`config.mk`:
```
export PLATFORM = sky130hd
export DESIGN_NAME = waol_front
export DESIGN_NICKNAME = d
export VERILOG_FILES = /design/src/sv/weighted_astar_open_list_top_assert.svh /design/src/sv/waol_pkg.sv /design/src/sv/waol_front.sv
export SDC_FILE = /design/constraint.sdc
export NUM_CORES = 1
export LEC_CHECK = 0
export ABC_CLOCK_PERIOD_IN_PS = 9100
export BUFFER_PORTS_ARGS = -buffer_cell sky130_fd_sc_hd__buf_2
export CORE_UTILIZATION = 53
export DETAILED_ROUTE_END_ITERATION = 8
export PLACE_DENSITY = 0.86
export SLEW_MARGIN = 10
export SYNTH_ARGS = -nofsm -noshare
export SYNTH_HDL_FRONTEND = slang
export SYNTH_SLANG_ARGS = --single-unit
export TNS_END_PERCENT = 50
```
`constraint.sdc`:
```
create_clock -name vclk -period 9.1
set_clock_uncertainty 0.05 [all_clocks]
set_input_delay 0.91 -clock vclk [all_inputs]
set_output_delay 0.91 -clock vclk [all_outputs]
set_load 0.005 [all_outputs]
```
`src/sv/weighted_astar_open_list_top_assert.svh`:
```
// Assertion macros for the weighted A* open list.
// Used by the top level; no other dependencies.
`ifndef WEIGHTED_ASTAR_OPEN_LIST_TOP_ASSERT_SVH
`define WEIGHTED_ASTAR_OPEN_LIST_TOP_ASSERT_SVH
`ifndef SYNTHESIS
`define WAOL_ASSERT(lbl, prop, msg) \
    lbl: assert property (@(posedge clk) disable iff (!rst_n) prop) else $error(msg);
`define WAOL_NEVER(lbl, cond, msg) \
    lbl: assert property (@(posedge clk) disable iff (!rst_n) !(cond)) else $error(msg);
`else
`define WAOL_ASSERT(lbl, prop, msg)
`define WAOL_NEVER(lbl, cond, msg)
`endif
`endif

```
`src/sv/waol_pkg.sv`:
```
// Shared types, codes and the heap ordering function for the open list.
// No dependencies.
package waol_pkg;

    localparam int CAPACITY_DEF = 256;
    localparam int MAX_HEUR     = 4;
    localparam int QDEPTH       = 2;

    localparam logic       FUNC_PUSH = 1'b0;
    localparam logic       FUNC_POP  = 1'b1;

    localparam logic [1:0] ST_OK    = 2'd0;
    localparam logic [1:0] ST_EMPTY = 2'd1;
    localparam logic [1:0] ST_FULL  = 2'd2;

    localparam logic [1:0] CFG_WEIGHT = 2'd0;
    localparam logic [1:0] CFG_GMODE  = 2'd1;
    localparam logic [1:0] CFG_HUSED  = 2'd2;

    localparam logic [1:0] G_NONE   = 2'd0;
    localparam logic [1:0] G_DEPTH  = 2'd1;
    localparam logic [1:0] G_COST   = 2'd2;
    localparam logic [1:0] G_MIXED  = 2'd3;

    // one heap slot: f key, tie heuristics, random tag over node id
    typedef struct packed {
        logic [23:0] fkey;
        logic [47:0] ties;
        logic [31:0] rid;
    } ent_t;

    // one classified operation between front and back
    typedef struct packed {
        logic func;
        ent_t ent;
    } cmd_t;

    // strict ordering of two slots
    function automatic logic ent_less(ent_t a, ent_t b, logic [2:0] used);
        logic        res;
        logic        decided;
        logic [15:0] ta;
        logic [15:0] tb;
        res     = 1'b0;
        decided = 1'b0;
        if (a.fkey != b.fkey)
        begin
            res     = a.fkey < b.fkey;
            decided = 1'b1;
        end
        for (int k = 1; k < MAX_HEUR; k++)
        begin
            ta = a.ties[16*(k-1) +: 16];
            tb = b.ties[16*(k-1) +: 16];
            if (!decided && (3'(k) < used) && (ta != tb))
            begin
                res     = ta < tb;
                decided = 1'b1;
            end
        end
        if (!decided)
            res = a.rid < b.rid;
        return res;
    endfunction

endpackage

```
`src/sv/waol_front.sv`:
```
// Front end: takes input beats, computes f and packs a heap command.
// Depends on waol_pkg.
module waol_front import waol_pkg::*;
(
    input  logic        in_valid,
    output logic        in_ready,
    input  logic        func,
    input  logic [15:0] node_id,
    input  logic [15:0] h_primary,
    input  logic [15:0] h_tie_one,
    input  logic [15:0] h_tie_two,
    input  logic [15:0] h_tie_three,
    input  logic [15:0] path_depth,
    input  logic [15:0] action_cost,
    input  logic [15:0] mixed_depth,
    input  logic [15:0] tie_rand,
    input  logic [7:0]  weight,
    input  logic [1:0]  g_mode,
    output logic        q_wvalid,
    input  logic        q_wready,
    output cmd_t        q_wcmd
);

    logic [15:0] g_sel;
    logic [23:0] prod;

    // pick the g term
    always_comb
    begin
        unique case (g_mode)
            G_NONE:  g_sel = 16'd0;
            G_DEPTH: g_sel = path_depth;
            G_COST:  g_sel = action_cost;
            G_MIXED: g_sel = mixed_depth;
            default: g_sel = 16'd0;
        endcase
    end

    assign prod = 24'(h_primary) * 24'(weight);

    // pack the command
    always_comb
    begin
        q_wcmd.func     = func;
        q_wcmd.ent.fkey = prod + 24'(g_sel);
        q_wcmd.ent.ties = {h_tie_three, h_tie_two, h_tie_one};
        q_wcmd.ent.rid  = {tie_rand, node_id};
    end

    assign q_wvalid = in_valid;
    assign in_ready = q_wready;

endmodule

```
## Word-level counts from Yosys, hierarchy flattened

Cells that the tools add are included.

- Flip-flop bits (word level): 0
- Bits of input ports: 157
- Output and inout port bits: 107
- Logic and storage cells: 7

- Add/subtract/negate cells: 1
- $mul: 1
- Equality and inequality tests: 3
- Multiplexer cells: 1
- Reduce and logical (&&, ||, !) cells: 1

Operators by type and width:

| kind | number |
|---|---|
| $pmux 16 s4 | 1 |
| $add 24x16->24 | 1 |
| $mul 16x8->24 | 1 |
| $eq 2x2->1 const B | 2 |
| $eq 2x1->1 const B | 1 |
| $logic_not 2->1 | 1 |

## Depth between registers and ports, before layout

- Depth in word-level cells: 3
- Depth in mapped cells: 20
- Gate-level depth less buffers: 17

## Least setup slack after synthesis

OpenSTA, ideal clock, no wires.

- Path type: input to output
- Start point: input port g_mode[1]
- End point: output port q_wcmd[103] (netlist bit)
- Arrival time: 5.688 ns
- Data required time: 8.140 ns
- Setup slack: 2.452 ns
- Cell stages on the path: 19
- Path buffers: 3
- Path through: clkbuf_1 -> nor2b_1 -> clkbuf_1 -> clkbuf_1 -> a22oi_1 -> fa_1 -> inv_1 -> fa_1 -> fa_1 -> inv_1 -> fa_1 -> inv_1 -> ha_1 -> and3_1 -> a221oi_2 -> a21boi_2 -> a221o_1 -> nand3b_1 -> o211a_1

RTL lines:

| element | line | RTL |
|---|---|---|
| from (decl) | waol_front.sv:18 | `input logic [1:0] g_mode,` |
| to (decl) | waol_front.sv:21 | `output cmd_t q_wcmd` |

==> impl_metrics.py <==
metrics = {
    "placed_design": {
        "placed_area_sq_um": 5360,
        "post-dp-hpwl_mm": 10.0,
        "gp_congestion": 0.880,
        "io_buffers": 98,
    },
    "final_layout": {
        "regArea_sq_um": 0,
        "antenna_cells": 0,
        "n_clock_buffer": 0,
        "drive_gt1_frac": 0.181,
        "fin_nets": 954,
        "syn_to_final_growth_pct": -0.765,
        "fin_area_sq_um": 5360,
        "seq_cells": 0,
    },
    "power": {
        "peakVddDrop_uv": 291,
        "p_leak_nw": 3.00,
        "power.density_nw_per_um2": 283,
    },
    "synthesis": {
        "yosys_warnings": 0,
        "synth_nets": 957,
        "syn_area_sq_um": 5400,
        "synthCells": 656,
        "synthDistinctLibCells": 39,
        "synth_seq_area_share": 0,
        "syn_avg_cell_area_sq_um": 8.23,
    },
    "drt": {
        "ant_nets": 0,
        "wirelength_mm": 11.4,
        "num_vias": 4140,
        "wl_per_cell_um": 14.5,
        "drtIter0Drc": 121,
        "drt_pass1_iterations": 4,
        "drc_errors": 0,
        "viasPerCell": 5.28,
    },
    "floorplan": {
        "die_area_sq_um": 10600,
        "ios": 264,
        "die_w_um": 103,
        "core_sq_um": 9820,
        "die_h_um": 103,
        "start_util": 0.550,
        "fp-row-count": 36,
    },
    "timing": {
        "maxSlewHeadroom": 0.314,
        "slew_viol_final": 0,
        "post-route-period-util": 0.822,
        "min_period_ns": 7.48,
        "final.setup.tns_ns": 0,
        "tightest_slew_ns": 1.03,
        "finalSetupViolCount": 0,
        "rsz0062_at_grt": "false",
        "fmax_mhz": 134,
        "final_hold_viol_count": 0,
    },
    "critical_path": {
        "max_stage_delay_ns": 0.87,
        "cp_data_arrival_time_ns": 6.52,
        "crit_chain": "buf_2, nor2b_1, a22oi_1, fa_1, inv_1, fa_1, inv_1, fa_1, fa_1, inv_1, ha_1, a21o_1, a21oi_1, a21oi_1, o41ai_1, o31ai_1, xor2_1, buf_2",
        "crit_path_start_kind": "primary input",
        "crit_path_end_kind": "primary output",
        "critical_path_class": "in -> out",
        "crit_path_frequent_cell": "fa_1",
        "critPathSlowestCell": "nor2b_1",
        "required_ns": 8.14,
        "path_max_fanout": 17,
    },
    "global_routing": {
        "grt-ovfl-total": 0,
        "grt_pass1_vias": 4335,
        "grt_max_degree": 18,
        "antenna_found_initial": 0,
        "grt_pass1_wl_mm": 19.3,
        "track_usage": 0.231,
    },
    "min_path": {
        "hold_class": "in -> out",
    },
    "clock_network": {
        "cts_setup_buffers": 0,
        "ctsResizeCount": 0,
        "cts_hold_buf": 0,
    },
    "status": {
        "status": "completed",
    },
    "flow_run": {
        "drv_cap": 0,
    },
}
-- placed cells by master (no fill, tap or decap), types with 3 or more instances in the layout --
cell	instances
nand3_1	3
and2_1	62
a21oi_1	24
a22o_1	4
inv_1	136
a22oi_1	13
buf_2	98
xor2_1	7
ha_1	44
mux2_2	16
o21ai_0	10
fa_1	100
xnor2_1	10
nand2_1	78
a21o_1	5
nand4_1	5
nor2_1	11
-- logic make-up after synthesis --
| logic type | share of synthesized area |
|---|---|
| AND/OR/NAND/NOR | 0.152 |
| buffers and inverters | 0.224 |
| multiplexers | 0.0334 |
| AO/OA/AOI/OAI | 0.0908 |
| XOR/XNOR | 0.0276 |
| adder cells (fa/ha/maj) | 0.473 |
-- per-stage QoR --
step	utilization	setup slack [ns]	hold slack (ns)	total power [W]	std cells
6_report	0.546	1.62	1.77	0.00152	784
5_1_grt	0.546	1.25	1.77	0.00174	784
4_1_cts	0.546	1.68	1.77	0.00153	784
3_5_place_dp	0.546	1.69	1.77	0.00152	784
3_3_place_gp	0.546	1.79	1.77	0.00150	784
2_1_floorplan	-	2.45	1.85	0.00110	656
-- power breakdown --
group / switching, W / leakage (nW) / total (W) / internal (W)
combinational: 0.000843 / 3.00 / 0.00152 / 0.000674
clock: 0 / 0 / 0 / 0
sequential: 0 / 0 / 0 / 0
-- layer usage --
metal | routed length (um) | GRT usage | vias to the layer above
met4 | 254 | 0.0520 | 0
met5 | 0 | 0 | -
met2 | 5690 | 0.434 | 143
met1 | 4760 | 0.278 | 2053
met3 | 640 | 0.0325 | 30
li1 | - | - | 1914
-- path summary, 6_finish.rpt --
path | cells after the start | end | slack [ns] | startpoint
worst max-delay path | 18 | q_wcmd[102] | 1.62 | g_mode[1]
worst min-delay path | 0 | q_wcmd[0] | 1.77 | node_id[0]
-- synth_stat cells, types with 2 or more instances --
library cell / number / area, sq um
a21o_1: 5 / 37.5
xnor2_1: 10 / 87.6
buf_4: 83 / 623
nor2_1: 11 / 41.3
a21oi_1: 24 / 120
a21boi_0: 2 / 15.0
o211a_1: 2 / 20.0
nand4_1: 5 / 31.3
clkbuf_1: 20 / 75.1
nand3_1: 3 / 15.0
a31oi_1: 2 / 12.5
and3_1: 2 / 12.5
a22oi_1: 13 / 97.6
nand2_1: 78 / 293
o21ai_0: 10 / 50.1
inv_1: 136 / 510
xor2_1: 7 / 61.3
ha_1: 44 / 551
a22o_1: 4 / 35.0
mux2_2: 16 / 180
and2_1: 62 / 388
fa_1: 100 / 2000
-- final cells by class --
cell class	count	area (sq um)
Multi-Input combinational cell	417	4190
Inverter	136	510
Timing Repair Buffer	98	490
Tap cell	133	166
Fill cell	960	4460
-- critical path, delay by kind of cell --
| kind | cells | cell delay [ns] |
|---|---|---|
| simple gates | 1 | 0.87 |
| compound gates | 6 | 1.58 |
| xor+xnor | 1 | 0.17 |
| buf+inv | 5 | 0.61 |
| fa+ha+maj | 5 | 2.37 |
Power figures use the tool's default switching activity.
