**src/sv/weighted_astar_open_list_top_assert.svh**
```systemverilog
// Assertion macros for the weighted A* open list.
// Used by the top level; no other dependencies.
`ifndef WEIGHTED_ASTAR_OPEN_LIST_TOP_ASSERT_SVH
`define WEIGHTED_ASTAR_OPEN_LIST_TOP_ASSERT_SVH
`ifndef SYNTHESIS
`define WAOL_ASSERT(lbl, prop, msg) \
    lbl: assert property (@(posedge clk) disable iff (!rst_n) prop) else $error(msg);
`define WAOL_NEVER(lbl, cond, msg) \
    lbl: assert property (@(posedge clk) disable iff (!rst_n) !(cond)) else $error(msg);
`else
`define WAOL_ASSERT(lbl, prop, msg)
`define WAOL_NEVER(lbl, cond, msg)
`endif
`endif

```
**src/sv/waol_pkg.sv**
```systemverilog
// Shared types, codes and the heap ordering function for the open list.
// No dependencies.
package waol_pkg;

    localparam int CAPACITY_DEF = 256;
    localparam int MAX_HEUR     = 4;
    localparam int QDEPTH       = 2;

    localparam logic       FUNC_PUSH = 1'b0;
    localparam logic       FUNC_POP  = 1'b1;

    localparam logic [1:0] ST_OK    = 2'd0;
    localparam logic [1:0] ST_EMPTY = 2'd1;
    localparam logic [1:0] ST_FULL  = 2'd2;

    localparam logic [1:0] CFG_WEIGHT = 2'd0;
    localparam logic [1:0] CFG_GMODE  = 2'd1;
    localparam logic [1:0] CFG_HUSED  = 2'd2;

    localparam logic [1:0] G_NONE   = 2'd0;
    localparam logic [1:0] G_DEPTH  = 2'd1;
    localparam logic [1:0] G_COST   = 2'd2;
    localparam logic [1:0] G_MIXED  = 2'd3;

    // one heap slot: f key, tie heuristics, random tag over node id
    typedef struct packed {
        logic [23:0] fkey;
        logic [47:0] ties;
        logic [31:0] rid;
    } ent_t;

    // one classified operation between front and back
    typedef struct packed {
        logic func;
        ent_t ent;
    } cmd_t;

    // strict ordering of two slots
    function automatic logic ent_less(ent_t a, ent_t b, logic [2:0] used);
        logic        res;
        logic        decided;
        logic [15:0] ta;
        logic [15:0] tb;
        res     = 1'b0;
        decided = 1'b0;
        if (a.fkey != b.fkey)
        begin
            res     = a.fkey < b.fkey;
            decided = 1'b1;
        end
        for (int k = 1; k < MAX_HEUR; k++)
        begin
            ta = a.ties[16*(k-1) +: 16];
            tb = b.ties[16*(k-1) +: 16];
            if (!decided && (3'(k) < used) && (ta != tb))
            begin
                res     = ta < tb;
                decided = 1'b1;
            end
        end
        if (!decided)
            res = a.rid < b.rid;
        return res;
    endfunction

endpackage

```
**src/sv/waol_queue.sv**
```systemverilog
// Short command queue between front and back.
// Depends on waol_pkg.
module waol_queue import waol_pkg::*;
(
    input  logic clk,
    input  logic rst_n,
    input  logic wvalid,
    output logic wready,
    input  cmd_t wcmd,
    output logic rvalid,
    input  logic rready,
    output cmd_t rcmd
);

    localparam int PW = $clog2(QDEPTH);

    cmd_t              mem_reg [QDEPTH];
    logic [PW-1:0]     wptr_reg;
    logic [PW-1:0]     rptr_reg;
    logic [PW:0]       fill_reg;
    logic              do_w;
    logic              do_r;

    assign wready = fill_reg != (PW+1)'(QDEPTH);
    assign rvalid = fill_reg != '0;
    assign rcmd   = mem_reg[rptr_reg];
    assign do_w   = wvalid && wready;
    assign do_r   = rvalid && rready;

    // store beats
    always_ff @(posedge clk)
    begin
        if (do_w)
            mem_reg[wptr_reg] <= wcmd;
    end

    // advance pointers and fill
    always_ff @(posedge clk or negedge rst_n)
    begin
        if (!rst_n)
        begin
            wptr_reg <= '0;
            rptr_reg <= '0;
            fill_reg <= '0;
        end
        else
        begin
            if (do_w)
                wptr_reg <= (wptr_reg == PW'(QDEPTH-1)) ? '0 : wptr_reg + 1'b1;
            if (do_r)
                rptr_reg <= (rptr_reg == PW'(QDEPTH-1)) ? '0 : rptr_reg + 1'b1;
            if (do_w && !do_r)
                fill_reg <= fill_reg + 1'b1;
            else if (do_r && !do_w)
                fill_reg <= fill_reg - 1'b1;
        end
    end

endmodule

```
**config.mk**
```make
export PLATFORM = sky130hd
export DESIGN_NAME = waol_queue
export DESIGN_NICKNAME = d
export VERILOG_FILES = /design/src/sv/weighted_astar_open_list_top_assert.svh /design/src/sv/waol_pkg.sv /design/src/sv/waol_queue.sv
export SDC_FILE = /design/constraint.sdc
export NUM_CORES = 1
export LEC_CHECK = 0
export ABC_AREA = 1
export BUFFER_PORTS_ARGS = -buffer_cell sky130_fd_sc_hd__clkbuf_2
export CAP_MARGIN = 20
export CORE_MARGIN = 3
export CORE_UTILIZATION = 35
export DETAILED_ROUTE_END_ITERATION = 8
export GPL_ROUTABILITY_DRIVEN = 0
export PLACE_DENSITY_LB_ADDON = 0.12
export SETUP_SLACK_MARGIN = 0.02
export SLEW_MARGIN = 0
export SYNTH_ARGS = -nofsm -noshare
export SYNTH_HDL_FRONTEND = slang
export SYNTH_SLANG_ARGS = --single-unit
```
**constraint.sdc**
```tcl
create_clock -name clk -period 7.3 [get_ports clk]
set_clock_uncertainty 0.15 [all_clocks]
set_input_delay 1.095 -clock clk [delete_from_list [all_inputs] [get_ports clk]]
set_output_delay 1.095 -clock clk [all_outputs]
set_load 0.02 [all_outputs]
```
Yosys cells after proc, flatten, opt, wreduce, memory -nomap -nowiden
Memory sizes are Yosys's and may differ from the RTL's.
Cells that the tools add are included.
{"block": "classes", "add_sub_neg": 4, "eq_ne": 1, "mux": 6, "n_reduce_logical": 8}
{"op": "logical AND 1 bit", "count": 4}
{"op": "2-to-1 mux 1 bit", "count": 4}
{"op": "2-to-1 mux 2 bit", "count": 2}
{"op": "nonzero test 2 bit", "count": 2}
{"op": "adder 1 bit, second input constant", "count": 2}
{"op": "adder 2 x 1 -> 2 bit, second input constant", "count": 1}
{"op": "logical NOT 1 bit", "count": 2}
{"op": "!= test 2 bit, second input constant", "count": 1}
{"op": "subtractor 2 x 1 -> 2 bit, second input constant", "count": 1}
{"block": "totals", "regBits": 4, "ramBits": 210, "in_bits": 109, "out_inout_bits": 107, "wordCells": 23, "mem_count": 1}
{"name": "mem_reg", "words": 2, "width": 105, "rd": 1, "rd_ports_with_merged_regs": 0, "wr": 1, "line": "waol_queue.sv:17", "text": "cmd_t mem_reg [QDEPTH];"}

Longest topological paths before layout
{"block": "depth", "word_depth": 6, "depth_mapped": 10, "mapped_depth_nobuf": 10}

Least setup slack after synthesis
No wires, ideal clock.
{"block": "synth_path", "path_kind": "in2reg", "start": "input port wvalid", "end": "memory mem_reg[0][0] (netlist bit), enable pin", "setup_time_ps": 570, "arrival_ps": 5580, "required_ps": 6580, "slack_ps": 1000, "cell_stages": 2, "path_cell_list": "nand2_1 > nor2_1"}
{"block": "synth_via", "elab_chain_len": 3}
{"item": "start, declared", "line": "waol_queue.sv:7", "text": "input logic wvalid,"}
{"item": "logical AND 1 bit", "line": "waol_queue.sv:27", "text": "assign do_w = wvalid && wready;"}
{"item": "2-to-1 mux 1 bit", "line": "waol_queue.sv:33", "text": "if (do_w)"}
{"item": "2-to-1 mux 1 bit (not written as such)", "line": "waol_queue.sv:34", "text": "mem_reg[wptr_reg] <= wcmd;"}
{"item": "end, declared", "line": "waol_queue.sv:17"}
Every way passes these cells.

==> impl.org <==
** Clocking
- Clock Path Buffers :: 3
- Num CTS Buffers :: 24
- Clock-pin slew was measured on the worst setup and hold paths at 60 ps.
- Post-CTS repair changed the size of 0 cells.
- Post-CTS timing repair inserted 0 buffers for setup.
- Number of buffers inserted by hold repair at cts :: 0
- Root buf cell :: sky130_fd_sc_hd__clkbuf_16
- In this run the number of H-tree levels came out at 1.
- The tree built by TritonCTS fans out to 214 sinks.
- TritonCTS built the clock tree.
- At the later pin of the worst-skew pair, clock insertion delay measures 500 ps.

** Timing
- Achievable Freq :: 276 MHz
- The hold violation total from the final report is 0.
- Setup repair after global routing left no endpoint under its margin.
- Final setup TNS :: 0 ps
- The worst path needs 3620 ps of the cycle, external delays included.
- Final worst-path cycle share :: 0.496
- Final count of negative-setup-slack endpoints :: 0
- The number of pins exceeding their max-slew limit in the final report is 0.
- Hold is met by 244 ps.
- Headroom to the max-slew limit came out at 0.350.
- At the pin with the least slew margin, the transition time is 975 ps.

** Pwr
- Power spread over the standard cell area amounts to 438 nW/um^2.
- Worst ir drop on vdd :: about 0.00026 V
- In this run the static leakage power is 4.31 nW.

** Die
- Initial cell density of the core :: 0.358
- The die covers between 20000 and 25000 um^2.
- I/O pin count :: 216
- From left edge to right edge, the die measures 156 um.
- The region available for standard cell placement spans between 20000 and 25000 um^2.
- Placement row count :: 54
- Die Span Y :: 156 um

** Setup path
- The worst setup path is launched from a register.
- Setup Crit Path Kind :: register to primary output
- The worst register-to-register path begins at fill_reg[0].
- Critical Path Fanout Max :: 88
- Arrival time at the worst endpoint :: 2380 ps
- Reg2reg setup slack :: around 4600 ps
- STA puts the critical path data required time at slightly above 6000 ps.
- Launching instance or port of the critical path :: rptr_reg
- Crit path capture type :: primary output

** Drt
- In the routed design, unresolved DRC markers number 0.
- After detailed routing, the average wire length per cell comes to 15.7 um.
- TritonRoute pass-1 iters :: 7
- Vias after detailed routing :: 4891
- Residual antenna-violating net count after detailed routing :: 0
- Wirelength, routed :: 17.2 mm
- Via density per instance :: 4.45
- Number of design-rule violations left by the first detailed-router iteration :: 230

** Cells and area
- The area growth from synthesis to layout is 26.5%.
- Counting the fill cells in the layout gives slightly above 2000.
- Number of flip-flops in the largest register :: 210
- The finished cells cover 9950 um^2.
- Net count reported at finish :: 911
- Of the cells placed in the final design, the portion with a size suffix greater than 1 is 0.315.
- The number of antenna diodes in the final layout is 0.

** GRT
- The initial antenna violation count is 2.
- Total global routing overflow :: 0
- Number of global-route vias before repair :: 4845
- Entering global routing, the biggest net connects 89 pins.
- For this run, the total global-route usage over all layers was measured as 0.136.
- Global-route wire length before repair :: 25.8 mm

** Synthesis
- Counting flops and latches in the post-synthesis netlist gives 214.
- Each instance of the synthesized netlist takes up on average 13.6 um^2.
- Netlist area before placement :: about 7900 um^2
- Net Count, Synth :: 687
- Number of instances in the synthesized netlist :: 577
- Yosys warns :: 0
- The number of different library cells used by synthesis comes to 14.
- Of the synthesized area, sequential elements account for 0.814.

** Worst hold path
- The tightest min-delay check is of the primary input to async pin type.

** Placement
- Detailed placement finished with a half-perimeter wire length of ~11 mm.
- Summing all placed instances gives a cell area of 9220 um^2.
- Number of input and output port buffers inserted :: 215

** Flow run
- Max-cap violation count :: 0

** Status
- The flow ran to the end, and the final reports show no timing, DRC or antenna violations.
-- worst paths after layout --
check | to | cells after the start
max | rcmd[95] | 4
min | wptr_reg | 1
max reg2reg | mem_reg[0][9] | 6
min reg2reg | fill_reg[0] | 1
max in group asynchronous | rptr_reg | 1
min in group clk | fill_reg[0] | 1
-- cell usage in the layout, fill, tap and decap left out, drive strengths merged --
cell,count
nand2,325
clkbuf,242
edfxtp,210
clkinv,15
inv,8
buf,6
dfrtp,4
nor2,2
nand3,2
xnor2,1
xor2,1
nand4,1
ha,1
bufinv,1
-- routing by layer --
metal	wire length, um	vias up	part of all wire	global-route usage
met3	1840	35	0.11	0.0630
met2	7660	173	0.44	0.212
met4	351	4	0.020	0.0341
met5	31	-	0.0018	0
li1	-	2398	-	-
met1	7350	2281	0.43	0.173
-- cell usage after synthesis, drive strengths merged --
library cell | count | share of area
nand2 | 325 | 0.16
edfxtp | 210 | 0.80
buf | 23 | 0.020
inv | 7 | 0.0037
dfrtp | 4 | 0.013
nand3 | 2 | 0.0013
nor2 | 2 | 0.00095
ha | 1 | 0.0016
nand4 | 1 | 0.00080
xnor2 | 1 | 0.0011
xor2 | 1 | 0.0011
-- kinds of logic (layout without fill, tap and decap cells) --
kind of cell	after synthesis	after routing	synth area share
xor gates and xnor gates	2	2	0.00223
adders and majority gates	1	1	0.00159
buffers and inverters	30	272	0.0237
DFF	214	214	0.814
and+or+nand+nor	330	330	0.158
-- final cells by class --
type / count / area (um^2) / area share
Sequential cell: 214 / 6410 / 0.644
Clock inverter: 17 / 103 / 0.0103
Clock buffer: 27 / 633 / 0.0636
Tap cell: 280 / 350 / 0.0352
Inverter: 7 / 28.8 / 0.00289
Multi-Input combinational cell: 333 / 1290 / 0.129
Timing Repair Buffer: 221 / 1140 / 0.115
-- stage by stage --
step	util	cells	power, W	worst slack, ps
6_report	0.453	1099	0.00436	3680
5_1_grt	0.453	1099	0.00464	3510
4_1_cts	0.453	1099	0.00445	3620
3_5_place_dp	0.420	1055	0.00333	3900
3_3_place_gp	0.419	1054	0.00330	3900
2_1_floorplan	-	577	0.00281	1000
-- critical path, cell delays in order, from the launching register on --
cell	delay, ps
sky130_fd_sc_hd__dfrtp_4	570
sky130_fd_sc_hd__buf_4	810
sky130_fd_sc_hd__nand2_1	100
sky130_fd_sc_hd__nand2_1	160
sky130_fd_sc_hd__clkbuf_2	190
-- report_power, final --
group	total, W	leakage, nW	switching [W]	internal (W)
logic	0.00150	1.95	0.00110	0.000397
clock network	0.00110	0.367	0.000448	0.000655
registers	0.00176	2.00	0.0000776	0.00168
No activity file was read; power rests on OpenSTA's default activity.
